==> src/rtl/dtpw_pkg.sv <==
// Shared types and constants of the dual task progress watchdog.
package dtpw_pkg;

    localparam int TIME_W   = 32;
    localparam int CNT_W    = 32;
    localparam int CFG_W    = 16;
    localparam int PHASE_W  = 8;
    localparam int MODE_W   = 3;
    localparam int STALL_W  = 2;
    localparam int LOW_W    = 8;
    localparam int CFG_IDX_W = 1;

    localparam logic [CFG_W-1:0] REFRESH_PERIOD_RST = CFG_W'(100);
    localparam logic [CFG_W-1:0] STALL_LIMIT_RST    = CFG_W'(2 * 100);

    // Bit positions inside the stall flags.
    localparam int FLAG_A_BIT = 0;
    localparam int FLAG_B_BIT = 1;

    typedef enum logic [MODE_W-1:0] {
        MODE_TICK     = 3'd0,
        MODE_REPORT_A = 3'd1,
        MODE_REPORT_B = 3'd2,
        MODE_PHASE_A  = 3'd3,
        MODE_PHASE_B  = 3'd4
    } t_mode;

    typedef enum logic [CFG_IDX_W-1:0] {
        CFG_REFRESH_PERIOD = 1'b0,
        CFG_STALL_LIMIT    = 1'b1
    } t_cfg_idx;

    typedef struct packed {
        logic [CFG_W-1:0] refresh_period;
        logic [CFG_W-1:0] stall_limit;
    } t_cfg;

    typedef struct packed {
        logic               refresh_pulse;
        logic               snapshot_write;
        logic [STALL_W-1:0] stall_flags;
        logic               monitor_active;
        logic [PHASE_W-1:0] phase_a;
        logic [PHASE_W-1:0] phase_b;
        logic [LOW_W-1:0]   count_a_low;
        logic [LOW_W-1:0]   count_b_low;
    } t_result;

endpackage

==> src/rtl/dtpw_if.sv <==
// Handshake channel interfaces of the dual task progress watchdog.
interface dtpw_in_if import dtpw_pkg::*; ();
    logic               valid;
    logic               ready;
    logic [MODE_W-1:0]  mode;
    logic [PHASE_W-1:0] phase_code;

    modport source (output valid, output mode, output phase_code, input ready);
    modport sink   (input valid, input mode, input phase_code, output ready);
endinterface

interface dtpw_out_if import dtpw_pkg::*; ();
    logic               valid;
    logic               ready;
    logic               refresh_pulse;
    logic               snapshot_write;
    logic [STALL_W-1:0] stall_flags;
    logic               monitor_active;
    logic [PHASE_W-1:0] phase_a;
    logic [PHASE_W-1:0] phase_b;
    logic [LOW_W-1:0]   count_a_low;
    logic [LOW_W-1:0]   count_b_low;

    modport source (output valid, output refresh_pulse, output snapshot_write,
                    output stall_flags, output monitor_active, output phase_a,
                    output phase_b, output count_a_low, output count_b_low,
                    input ready);
    modport sink   (input valid, input refresh_pulse, input snapshot_write,
                    input stall_flags, input monitor_active, input phase_a,
                    input phase_b, input count_a_low, input count_b_low,
                    output ready);
endinterface

interface dtpw_cfg_if import dtpw_pkg::*; ();
    logic                 valid;
    logic                 ready;
    logic [CFG_IDX_W-1:0] index;
    logic [CFG_W-1:0]     data;

    modport source (output valid, output index, output data, input ready);
    modport sink   (input valid, input index, input data, output ready);
endinterface

==> src/rtl/dual_task_progress_watchdog.sv <==
// Top level of the dual task progress watchdog: input stage, core and result register.
//
// This block supervises two software tasks, A and B, and decides when a
// hardware watchdog may be refreshed. Each input transaction is a millisecond
// tick, a progress report from A or B, or a new phase code for A or B, and
// each one produces exactly one result transaction holding the refresh
// strobe, the snapshot write strobe and a snapshot of the supervisor state
// after that transaction. The block takes one transaction per clock while
// the result side does not stall it: an input register feeds combinational
// update logic (two 32-bit wrap-around subtracts and compares plus two
// 32-bit equality checks) whose outcome is stored in the result register,
// so a result is presented once the input register and then the result
// register have loaded, and the next input may follow immediately. Back-pressure
// on the result side holds the input register, and the input stays ready
// while that register is empty or moving. The two configuration registers,
// refresh period and stall limit, are written through their own channel,
// which is always ready, and should only be written while the block is idle.
module dual_task_progress_watchdog import dtpw_pkg::*; (
    input  logic       i_clk,
    input  logic       i_rst_n,
    dtpw_in_if.sink    i_in,
    dtpw_cfg_if.sink   i_cfg,
    dtpw_out_if.source o_out
);

    t_cfg               w_cfg;
    t_result            w_result;

    logic               r_in_valid;
    logic [MODE_W-1:0]  r_in_mode;
    logic [PHASE_W-1:0] r_in_code;

    logic               r_out_valid;
    t_result            r_out;

    logic               w_out_free;
    logic               w_fire;
    logic               w_in_take;

    // The result register can load when it is empty or being drained now.
    assign w_out_free = !r_out_valid || o_out.ready;
    // The buffered transaction is processed and commits its state update.
    assign w_fire     = r_in_valid && w_out_free;
    assign i_in.ready = !r_in_valid || w_fire;
    assign w_in_take  = i_in.valid && i_in.ready;

    dtpw_cfg u_cfg (
        .i_clk   (i_clk),
        .i_rst_n (i_rst_n),
        .i_cfg   (i_cfg),
        .o_cfg   (w_cfg)
    );

    dtpw_core u_core (
        .i_clk        (i_clk),
        .i_rst_n      (i_rst_n),
        .i_fire       (w_fire),
        .i_mode       (r_in_mode),
        .i_phase_code (r_in_code),
        .i_cfg        (w_cfg),
        .o_result     (w_result)
    );

    // Input register: valid is control, payload loads without reset.
    always_ff @(posedge i_clk) begin
        if (!i_rst_n) begin
            r_in_valid <= 1'b0;
        end else if (i_in.ready) begin
            r_in_valid <= i_in.valid;
        end
    end

    always_ff @(posedge i_clk) begin
        if (w_in_take) begin
            r_in_mode <= i_in.mode;
            r_in_code <= i_in.phase_code;
        end
    end

    // Result register.
    always_ff @(posedge i_clk) begin
        if (!i_rst_n) begin
            r_out_valid <= 1'b0;
        end else if (w_out_free) begin
            r_out_valid <= r_in_valid;
        end
    end

    always_ff @(posedge i_clk) begin
        if (w_fire) begin
            r_out <= w_result;
        end
    end

    assign o_out.valid          = r_out_valid;
    assign o_out.refresh_pulse  = r_out.refresh_pulse;
    assign o_out.snapshot_write = r_out.snapshot_write;
    assign o_out.stall_flags    = r_out.stall_flags;
    assign o_out.monitor_active = r_out.monitor_active;
    assign o_out.phase_a        = r_out.phase_a;
    assign o_out.phase_b        = r_out.phase_b;
    assign o_out.count_a_low    = r_out.count_a_low;
    assign o_out.count_b_low    = r_out.count_b_low;

    // A refresh always comes with monitoring on and all stall flags cleared.
    a_refresh_clean: assert property (@(posedge i_clk) disable iff (!i_rst_n)
        (o_out.valid && o_out.refresh_pulse)
            |-> (o_out.monitor_active && o_out.snapshot_write && o_out.stall_flags == '0))
        else $error("refresh issued with stall flags set or monitoring off");

    // An accepted input is held in the input register on the next cycle.
    a_in_captured: assert property (@(posedge i_clk) disable iff (!i_rst_n)
        w_in_take |=> r_in_valid)
        else $error("accepted input transaction was dropped");

    // A buffered transaction that could not be processed is still there.
    a_in_held: assert property (@(posedge i_clk) disable iff (!i_rst_n)
        (r_in_valid && !w_fire) |=> (r_in_valid && $stable(r_in_mode)))
        else $error("stalled input transaction was lost or changed");

    // Processing a transaction always leaves a result waiting.
    a_fire_result: assert property (@(posedge i_clk) disable iff (!i_rst_n)
        w_fire |=> r_out_valid)
        else $error("processed transaction produced no result");

endmodule

==> src/rtl/dtpw_cfg.sv <==
// Configuration register file of the dual task progress watchdog.
module dtpw_cfg import dtpw_pkg::*; (
    input  logic         i_clk,
    input  logic         i_rst_n,
    dtpw_cfg_if.sink     i_cfg,
    output t_cfg         o_cfg
);

    t_cfg r_cfg;

    // Writes are always taken.
    assign i_cfg.ready = 1'b1;
    assign o_cfg       = r_cfg;

    always_ff @(posedge i_clk) begin
        if (!i_rst_n) begin
            r_cfg.refresh_period <= REFRESH_PERIOD_RST;
            r_cfg.stall_limit    <= STALL_LIMIT_RST;
        end else if (i_cfg.valid) begin
            unique case (t_cfg_idx'(i_cfg.index))
                CFG_REFRESH_PERIOD: r_cfg.refresh_period <= i_cfg.data;
                CFG_STALL_LIMIT:    r_cfg.stall_limit    <= i_cfg.data;
            endcase
        end
    end

endmodule

==> src/rtl/dtpw_core.sv <==
// Supervisor state and the per-transaction update logic.
module dtpw_core import dtpw_pkg::*; (
    input  logic               i_clk,
    input  logic               i_rst_n,
    input  logic               i_fire,
    input  logic [MODE_W-1:0]  i_mode,
    input  logic [PHASE_W-1:0] i_phase_code,
    input  t_cfg               i_cfg,
    output t_result            o_result
);

    logic [TIME_W-1:0]  r_time, n_time;
    logic [TIME_W-1:0]  r_last_refresh, n_last_refresh;
    logic [TIME_W-1:0]  r_last_report_a, n_last_report_a;
    logic [CNT_W-1:0]   r_count_a, n_count_a;
    logic [CNT_W-1:0]   r_count_b, n_count_b;
    logic [CNT_W-1:0]   r_seen_a, n_seen_a;
    logic [CNT_W-1:0]   r_seen_b, n_seen_b;
    logic [STALL_W-1:0] r_stalled, n_stalled;
    logic               r_monitoring, n_monitoring;
    logic [PHASE_W-1:0] r_phase_a, n_phase_a;
    logic [PHASE_W-1:0] r_phase_b, n_phase_b;

    logic [TIME_W-1:0]  w_time_inc;
    logic [TIME_W-1:0]  w_elapsed;
    logic [TIME_W-1:0]  w_age_a;
    logic               w_period_due;
    logic               w_counts_live;
    logic               w_same_a;
    logic               w_same_b;
    logic               w_a_too_old;
    logic               w_pulse;
    logic               w_write;

    // Differences wrap modulo the counter width, as does the tick count.
    assign w_time_inc    = r_time + TIME_W'(1);
    assign w_elapsed     = w_time_inc - r_last_refresh;
    assign w_age_a       = r_time - r_last_report_a;
    assign w_period_due  = w_elapsed >= TIME_W'(i_cfg.refresh_period);
    assign w_counts_live = (r_count_a != '0) && (r_count_b != '0);
    assign w_same_a      = r_count_a == r_seen_a;
    assign w_same_b      = r_count_b == r_seen_b;
    assign w_a_too_old   = w_age_a >= TIME_W'(i_cfg.stall_limit);

    always_comb begin
        n_time          = r_time;
        n_last_refresh  = r_last_refresh;
        n_last_report_a = r_last_report_a;
        n_count_a       = r_count_a;
        n_count_b       = r_count_b;
        n_seen_a        = r_seen_a;
        n_seen_b        = r_seen_b;
        n_stalled       = r_stalled;
        n_monitoring    = r_monitoring;
        n_phase_a       = r_phase_a;
        n_phase_b       = r_phase_b;
        w_pulse         = 1'b0;
        w_write         = 1'b0;
        unique case (i_mode)
            MODE_TICK: begin
                n_time = w_time_inc;
                if (w_period_due && w_counts_live) begin
                    w_write = 1'b1;
                    if (r_monitoring && (w_same_a || w_same_b)) begin
                        // A task made no progress since the last refresh.
                        if (w_same_a) n_stalled[FLAG_A_BIT] = 1'b1;
                        if (w_same_b) n_stalled[FLAG_B_BIT] = 1'b1;
                    end else begin
                        n_stalled      = '0;
                        n_monitoring   = 1'b1;
                        n_seen_a       = r_count_a;
                        n_seen_b       = r_count_b;
                        n_last_refresh = w_time_inc;
                        w_pulse        = 1'b1;
                    end
                end
            end
            MODE_REPORT_A: begin
                n_count_a       = r_count_a + CNT_W'(1);
                n_last_report_a = r_time;
                w_write         = 1'b1;
            end
            MODE_REPORT_B: begin
                n_count_b = r_count_b + CNT_W'(1);
                if (r_monitoring && w_a_too_old) n_stalled[FLAG_A_BIT] = 1'b1;
                w_write = 1'b1;
            end
            MODE_PHASE_A: begin
                n_phase_a = i_phase_code;
                w_write   = 1'b1;
            end
            MODE_PHASE_B: begin
                n_phase_b = i_phase_code;
                w_write   = 1'b1;
            end
            default: begin
            end
        endcase
    end

    always_ff @(posedge i_clk) begin
        if (!i_rst_n) begin
            r_time          <= '0;
            r_last_refresh  <= '0;
            r_last_report_a <= '0;
            r_count_a       <= '0;
            r_count_b       <= '0;
            r_seen_a        <= '0;
            r_seen_b        <= '0;
            r_stalled       <= '0;
            r_monitoring    <= 1'b0;
            r_phase_a       <= '0;
            r_phase_b       <= '0;
        end else if (i_fire) begin
            r_time          <= n_time;
            r_last_refresh  <= n_last_refresh;
            r_last_report_a <= n_last_report_a;
            r_count_a       <= n_count_a;
            r_count_b       <= n_count_b;
            r_seen_a        <= n_seen_a;
            r_seen_b        <= n_seen_b;
            r_stalled       <= n_stalled;
            r_monitoring    <= n_monitoring;
            r_phase_a       <= n_phase_a;
            r_phase_b       <= n_phase_b;
        end
    end

    always_comb begin
        o_result.refresh_pulse  = w_pulse;
        o_result.snapshot_write = w_write;
        o_result.stall_flags    = n_stalled;
        o_result.monitor_active = n_monitoring;
        o_result.phase_a        = n_phase_a;
        o_result.phase_b        = n_phase_b;
        o_result.count_a_low    = n_count_a[LOW_W-1:0];
        o_result.count_b_low    = n_count_b[LOW_W-1:0];
    end

endmodule
==> src/flat_wrapper.sv <==
// flat-port wrapper written by rule: the top's interface ports become plain ports
module dual_task_progress_watchdog_flat import dtpw_pkg::*;
  (i_clk, i_rst_n, i_in_valid, i_in_mode, i_in_phase_code, i_in_ready, i_cfg_valid, i_cfg_index, i_cfg_data, i_cfg_ready, o_out_valid, o_out_refresh_pulse, o_out_snapshot_write, o_out_stall_flags, o_out_monitor_active, o_out_phase_a, o_out_phase_b, o_out_count_a_low, o_out_count_b_low, o_out_ready);
  dtpw_in_if i_in_i ();
  dtpw_cfg_if i_cfg_i ();
  dtpw_out_if o_out_i ();
  input  logic i_clk;
  input  logic i_rst_n;
  input wire logic [$bits(i_in_i.valid)-1:0] i_in_valid;
  input wire logic [$bits(i_in_i.mode)-1:0] i_in_mode;
  input wire logic [$bits(i_in_i.phase_code)-1:0] i_in_phase_code;
  output wire logic [$bits(i_in_i.ready)-1:0] i_in_ready;
  input wire logic [$bits(i_cfg_i.valid)-1:0] i_cfg_valid;
  input wire logic [$bits(i_cfg_i.index)-1:0] i_cfg_index;
  input wire logic [$bits(i_cfg_i.data)-1:0] i_cfg_data;
  output wire logic [$bits(i_cfg_i.ready)-1:0] i_cfg_ready;
  output wire logic [$bits(o_out_i.valid)-1:0] o_out_valid;
  output wire logic [$bits(o_out_i.refresh_pulse)-1:0] o_out_refresh_pulse;
  output wire logic [$bits(o_out_i.snapshot_write)-1:0] o_out_snapshot_write;
  output wire logic [$bits(o_out_i.stall_flags)-1:0] o_out_stall_flags;
  output wire logic [$bits(o_out_i.monitor_active)-1:0] o_out_monitor_active;
  output wire logic [$bits(o_out_i.phase_a)-1:0] o_out_phase_a;
  output wire logic [$bits(o_out_i.phase_b)-1:0] o_out_phase_b;
  output wire logic [$bits(o_out_i.count_a_low)-1:0] o_out_count_a_low;
  output wire logic [$bits(o_out_i.count_b_low)-1:0] o_out_count_b_low;
  input wire logic [$bits(o_out_i.ready)-1:0] o_out_ready;
  assign i_in_i.valid = i_in_valid;
  assign i_in_i.mode = i_in_mode;
  assign i_in_i.phase_code = i_in_phase_code;
  assign i_in_ready = i_in_i.ready;
  assign i_cfg_i.valid = i_cfg_valid;
  assign i_cfg_i.index = i_cfg_index;
  assign i_cfg_i.data = i_cfg_data;
  assign i_cfg_ready = i_cfg_i.ready;
  assign o_out_valid = o_out_i.valid;
  assign o_out_refresh_pulse = o_out_i.refresh_pulse;
  assign o_out_snapshot_write = o_out_i.snapshot_write;
  assign o_out_stall_flags = o_out_i.stall_flags;
  assign o_out_monitor_active = o_out_i.monitor_active;
  assign o_out_phase_a = o_out_i.phase_a;
  assign o_out_phase_b = o_out_i.phase_b;
  assign o_out_count_a_low = o_out_i.count_a_low;
  assign o_out_count_b_low = o_out_i.count_b_low;
  assign o_out_i.ready = o_out_ready;
  dual_task_progress_watchdog u_core (.i_clk(i_clk), .i_rst_n(i_rst_n), .i_in(i_in_i), .i_cfg(i_cfg_i), .o_out(o_out_i));
endmodule
==> config.mk <==
export PLATFORM = sky130hd
export DESIGN_NAME = dual_task_progress_watchdog_flat
export DESIGN_NICKNAME = d
export VERILOG_FILES = /design/src/rtl/dtpw_pkg.sv /design/src/rtl/dtpw_if.sv /design/src/rtl/dual_task_progress_watchdog.sv /design/src/rtl/dtpw_cfg.sv /design/src/rtl/dtpw_core.sv /design/src/flat_wrapper.sv
export SDC_FILE = /design/constraint.sdc
export NUM_CORES = 1
export LEC_CHECK = 0
export ABC_AREA = 1
export BUFFER_PORTS_ARGS = -buffer_cell sky130_fd_sc_hd__buf_2
export CAP_MARGIN = 20
export CORE_UTILIZATION = 25
export CTS_CLUSTER_SIZE = 10
export DETAILED_ROUTE_END_ITERATION = 8
export PLACE_DENSITY_LB_ADDON = 0.08
export SLEW_MARGIN = 40
export SYNTH_ARGS = -nofsm -noshare
export SYNTH_HDL_FRONTEND = slang
export SYNTH_SLANG_ARGS = --single-unit
==> constraint.sdc <==
create_clock -name i_clk -period 13.3 [get_ports i_clk]
set_input_delay 1.995 -clock i_clk [delete_from_list [all_inputs] [get_ports i_clk]]
set_output_delay 1.995 -clock i_clk [all_outputs]
set_load 0.02 [all_outputs]
==> run summary <==
Fin Setup TNS - 0 ns
Clock skew - 0.0191 ns
Final Cycle Share - 47.4%
Postcts setup bufs - 0
Drt first pass iters - 5
Least-Margin Pin Slew - 0.786 ns
Skew-Pair Late Insertion Delay - 0.58 ns
Synth top area share - 27.3%
Clock tree from TritonCTS - yes
Post-synthesis net count - 3098
Maximum vdd drop - 0.0776 mV
Worst Setup SP - u_core.u_core.r_time[1]
Slowest CP cell - buf_4
CTS clock-pin slew for the worst setup and hold paths - 0.06 ns
Crit Path Max Fanout - 52
Post-synth top area cell - dfxtp_1
Final min period - 6.30 ns
Die Area - 0.0824 mm^2
Via density - 4.58
Vias - 18693
Final cell count without fillers - 4079
Largest cells by area after synthesis - dfxtp_1 27%, nand2_1 12%, inv_1 8.4%, edfxtp_1 7.1%, ha_1 6.1%
WP data required - 13.63 ns
PortBufs - 71
Die Y - 287 um
EDFF count, synth - 48
Hold Path Origin - u_core.u_core.r_last_report_a[27]
Vias in the first global route - 18302
Yosys cell types - 47
Detail Route Antenna Nets - 0
Max-slew violations - 0
Die Width - 287 um
Pin count of the biggest net entering global routing - 97
Initial Util - 25.2%
Area of the core - 0.0804 mm^2
Ratio of cells with drive above 1 in the final layout - 9.94%
Clock sink total - 325
Inserted Clock Buffers - 43
Global-route wire length before repair - 103000 um
Final GP Congestion - 0.864
Area of the mapped netlist - 0.0203 mm^2
RSZ-0062 raised after global routing - false
DRC violations left - 0
YS warnings - 0
DP HPWL - 48600 um
Reg-to-reg startpoint - u_core.u_core.r_time[1]
FP Rows - 104
Fillers - 8856
Sequential area share after synthesis - 34.4%
Syn Inst Count - 2964
Most common cell after layout, fill and taps aside - nand2_1
Max frequency - 159 MHz
Flops & latches, synth - 325
Fin nets - 3122
Avg WL per Cell - 15.9 um
Ant diodes - 0
Arrival @ worst endpoint - 6.63 ns
Most frequent cells in the layout - 637 x nand2_1, 452 x inv_1, 277 x dfxtp_1
Crit Path Category - reg -> reg
Setup crit start kind - flip-flop
CTS resizes - 0
Hold/Removal Path Class - reg -> reg
Most frequent CP cell - nand2_1
Worst relative slew slack - 47.1%
CP peak stage delay - 0.63 ns
Final count of negative-setup-slack endpoints - 0
GRT Total Usage - 15.8%
Hold buffers post-CTS - 0
Top FF cell, synth - dfxtp_1
Gr ovfl total - 0
PwrDens - 117 mW/mm^2
CTS max path bufs - 3
Lkg Pwr - 9.86 nW
Mean post-synth cell area - 6.85 um^2
Max-cap violations - 0
Drt total wl - 65000 um
Status - finished clean
I/O Pins - 73
Ys async rst share - 0%
Clock Root Buffer - clkbuf_16
Worst Setup End Kind - flip-flop
Area grow syn2layout - 13.2%
Iteration-0 DRC Markers - 1008
Initial antenna violation count - 0
Htree depth - 2
Final hold vios - 0
Inst Count DP - 4002
==> routing by layer <==
metal	global-route usage, %	up-vias	wire [um]
met5	0	-	0
met2	26.7	322	30400
met4	5.28	0	1960
met3	1.94	100	2440
li1	-	9633	-
met1	20.6	8638	30200
==> worst paths after layout <==
check                                      end  slack (ns)  cells after the start
min          u_core.u_core.r_last_report_a[27]        0.46                      2
min reg2reg  u_core.u_core.r_last_report_a[27]        0.46                      2
max                u_core.o_out.stall_flags[1]        7.00                     31
max reg2reg        u_core.o_out.stall_flags[1]        7.00                     31
==> critical path, delay by kind of cell, from the launching register on <==
kind / cells / cell delay [ns]
flops: 1 / 0.48
xor+xnor: 2 / 0.36
buf+inv: 8 / 1.54
fa+ha+maj: 2 / 0.65
simple gates: 19 / 2.99
==> logic make-up after synthesis <==
logic type      count (synthesis)  share of synthesized area, %
compound gates                491                          13.3
xor+xnor                      112                          4.83
fa+ha+maj                     101                          6.30
buf+inv                       566                          11.1
flops                         325                          34.4
other cells                     1                        0.0185
simple gates                 1368                          30.1
==> report_power, final <==
part	internal (W)	switching [W]
Clock	0.000680	0.000470
Combinational	0.000152	0.000334
Sequential	0.00103	0.0000166
==> state kept, by name (all words and copies together), names as in the netlist, 32 cells and up <==
name / count
u_core.u_core.r_count_a: 32
u_core.u_core.r_last_report_a: 32
u_core.u_core.r_last_refresh: 32
u_core.u_cfg.o_cfg: 32
u_core.u_core.r_seen_b: 32
u_core.u_core.r_seen_a: 32
u_core.u_core.r_time: 32
u_core.u_core.r_count_b: 32
==> cell type report <==
type	count	area, um^2	area share (%)
tap	1060	1330	5.77
sequential	325	6990	30.4
timing repair buffer	81	470	2.05
inverter	464	1750	7.61
multi-input combinational	2073	11100	48.2
clock buffer	67	1240	5.38
clock inverter	9	143	0.621
==> Yosys cell counts (6+ instances only) <==
library cell  count
a211oi_1         13
a21oi_1         247
a21oi_2          41
buf_1             7
buf_2            21
clkbuf_1         63
dfxtp_1         277
edfxtp_1         48
ha_1             99
inv_1           454
inv_2            10
nand2_1         637
nand2_2          48
nand3_1         194
nand3b_1          9
nand4_1          62
nor2_1          262
nor2_2           10
nor3_1           55
nor4_1           33
o211ai_1          7
o21ai_0         171
o21bai_1          6
or2_2            32
xnor2_1          38
xor2_1           74
==> metrics by stage <==
| step | cell area (um^2) | util (%) | hold WS, ns | worst slack [ns] | total power, W |
|---|---|---|---|---|---|
| after global placement | 21600 | 26.8 | 0.444 | 6.90 | 0.00154 |
| after CTS | 22900 | 28.5 | 0.461 | 6.92 | 0.00274 |
| after global routing | 23000 | 28.6 | 0.471 | 6.31 | 0.00284 |
| final | 23000 | 28.6 | 0.458 | 7.00 | 0.00268 |
| after detailed placement | 21600 | 26.8 | 0.451 | 6.97 | 0.00155 |
| after floorplan | 20300 | - | 0.433 | 8.98 | 0.00140 |
(Power assumes the default switching activity.)
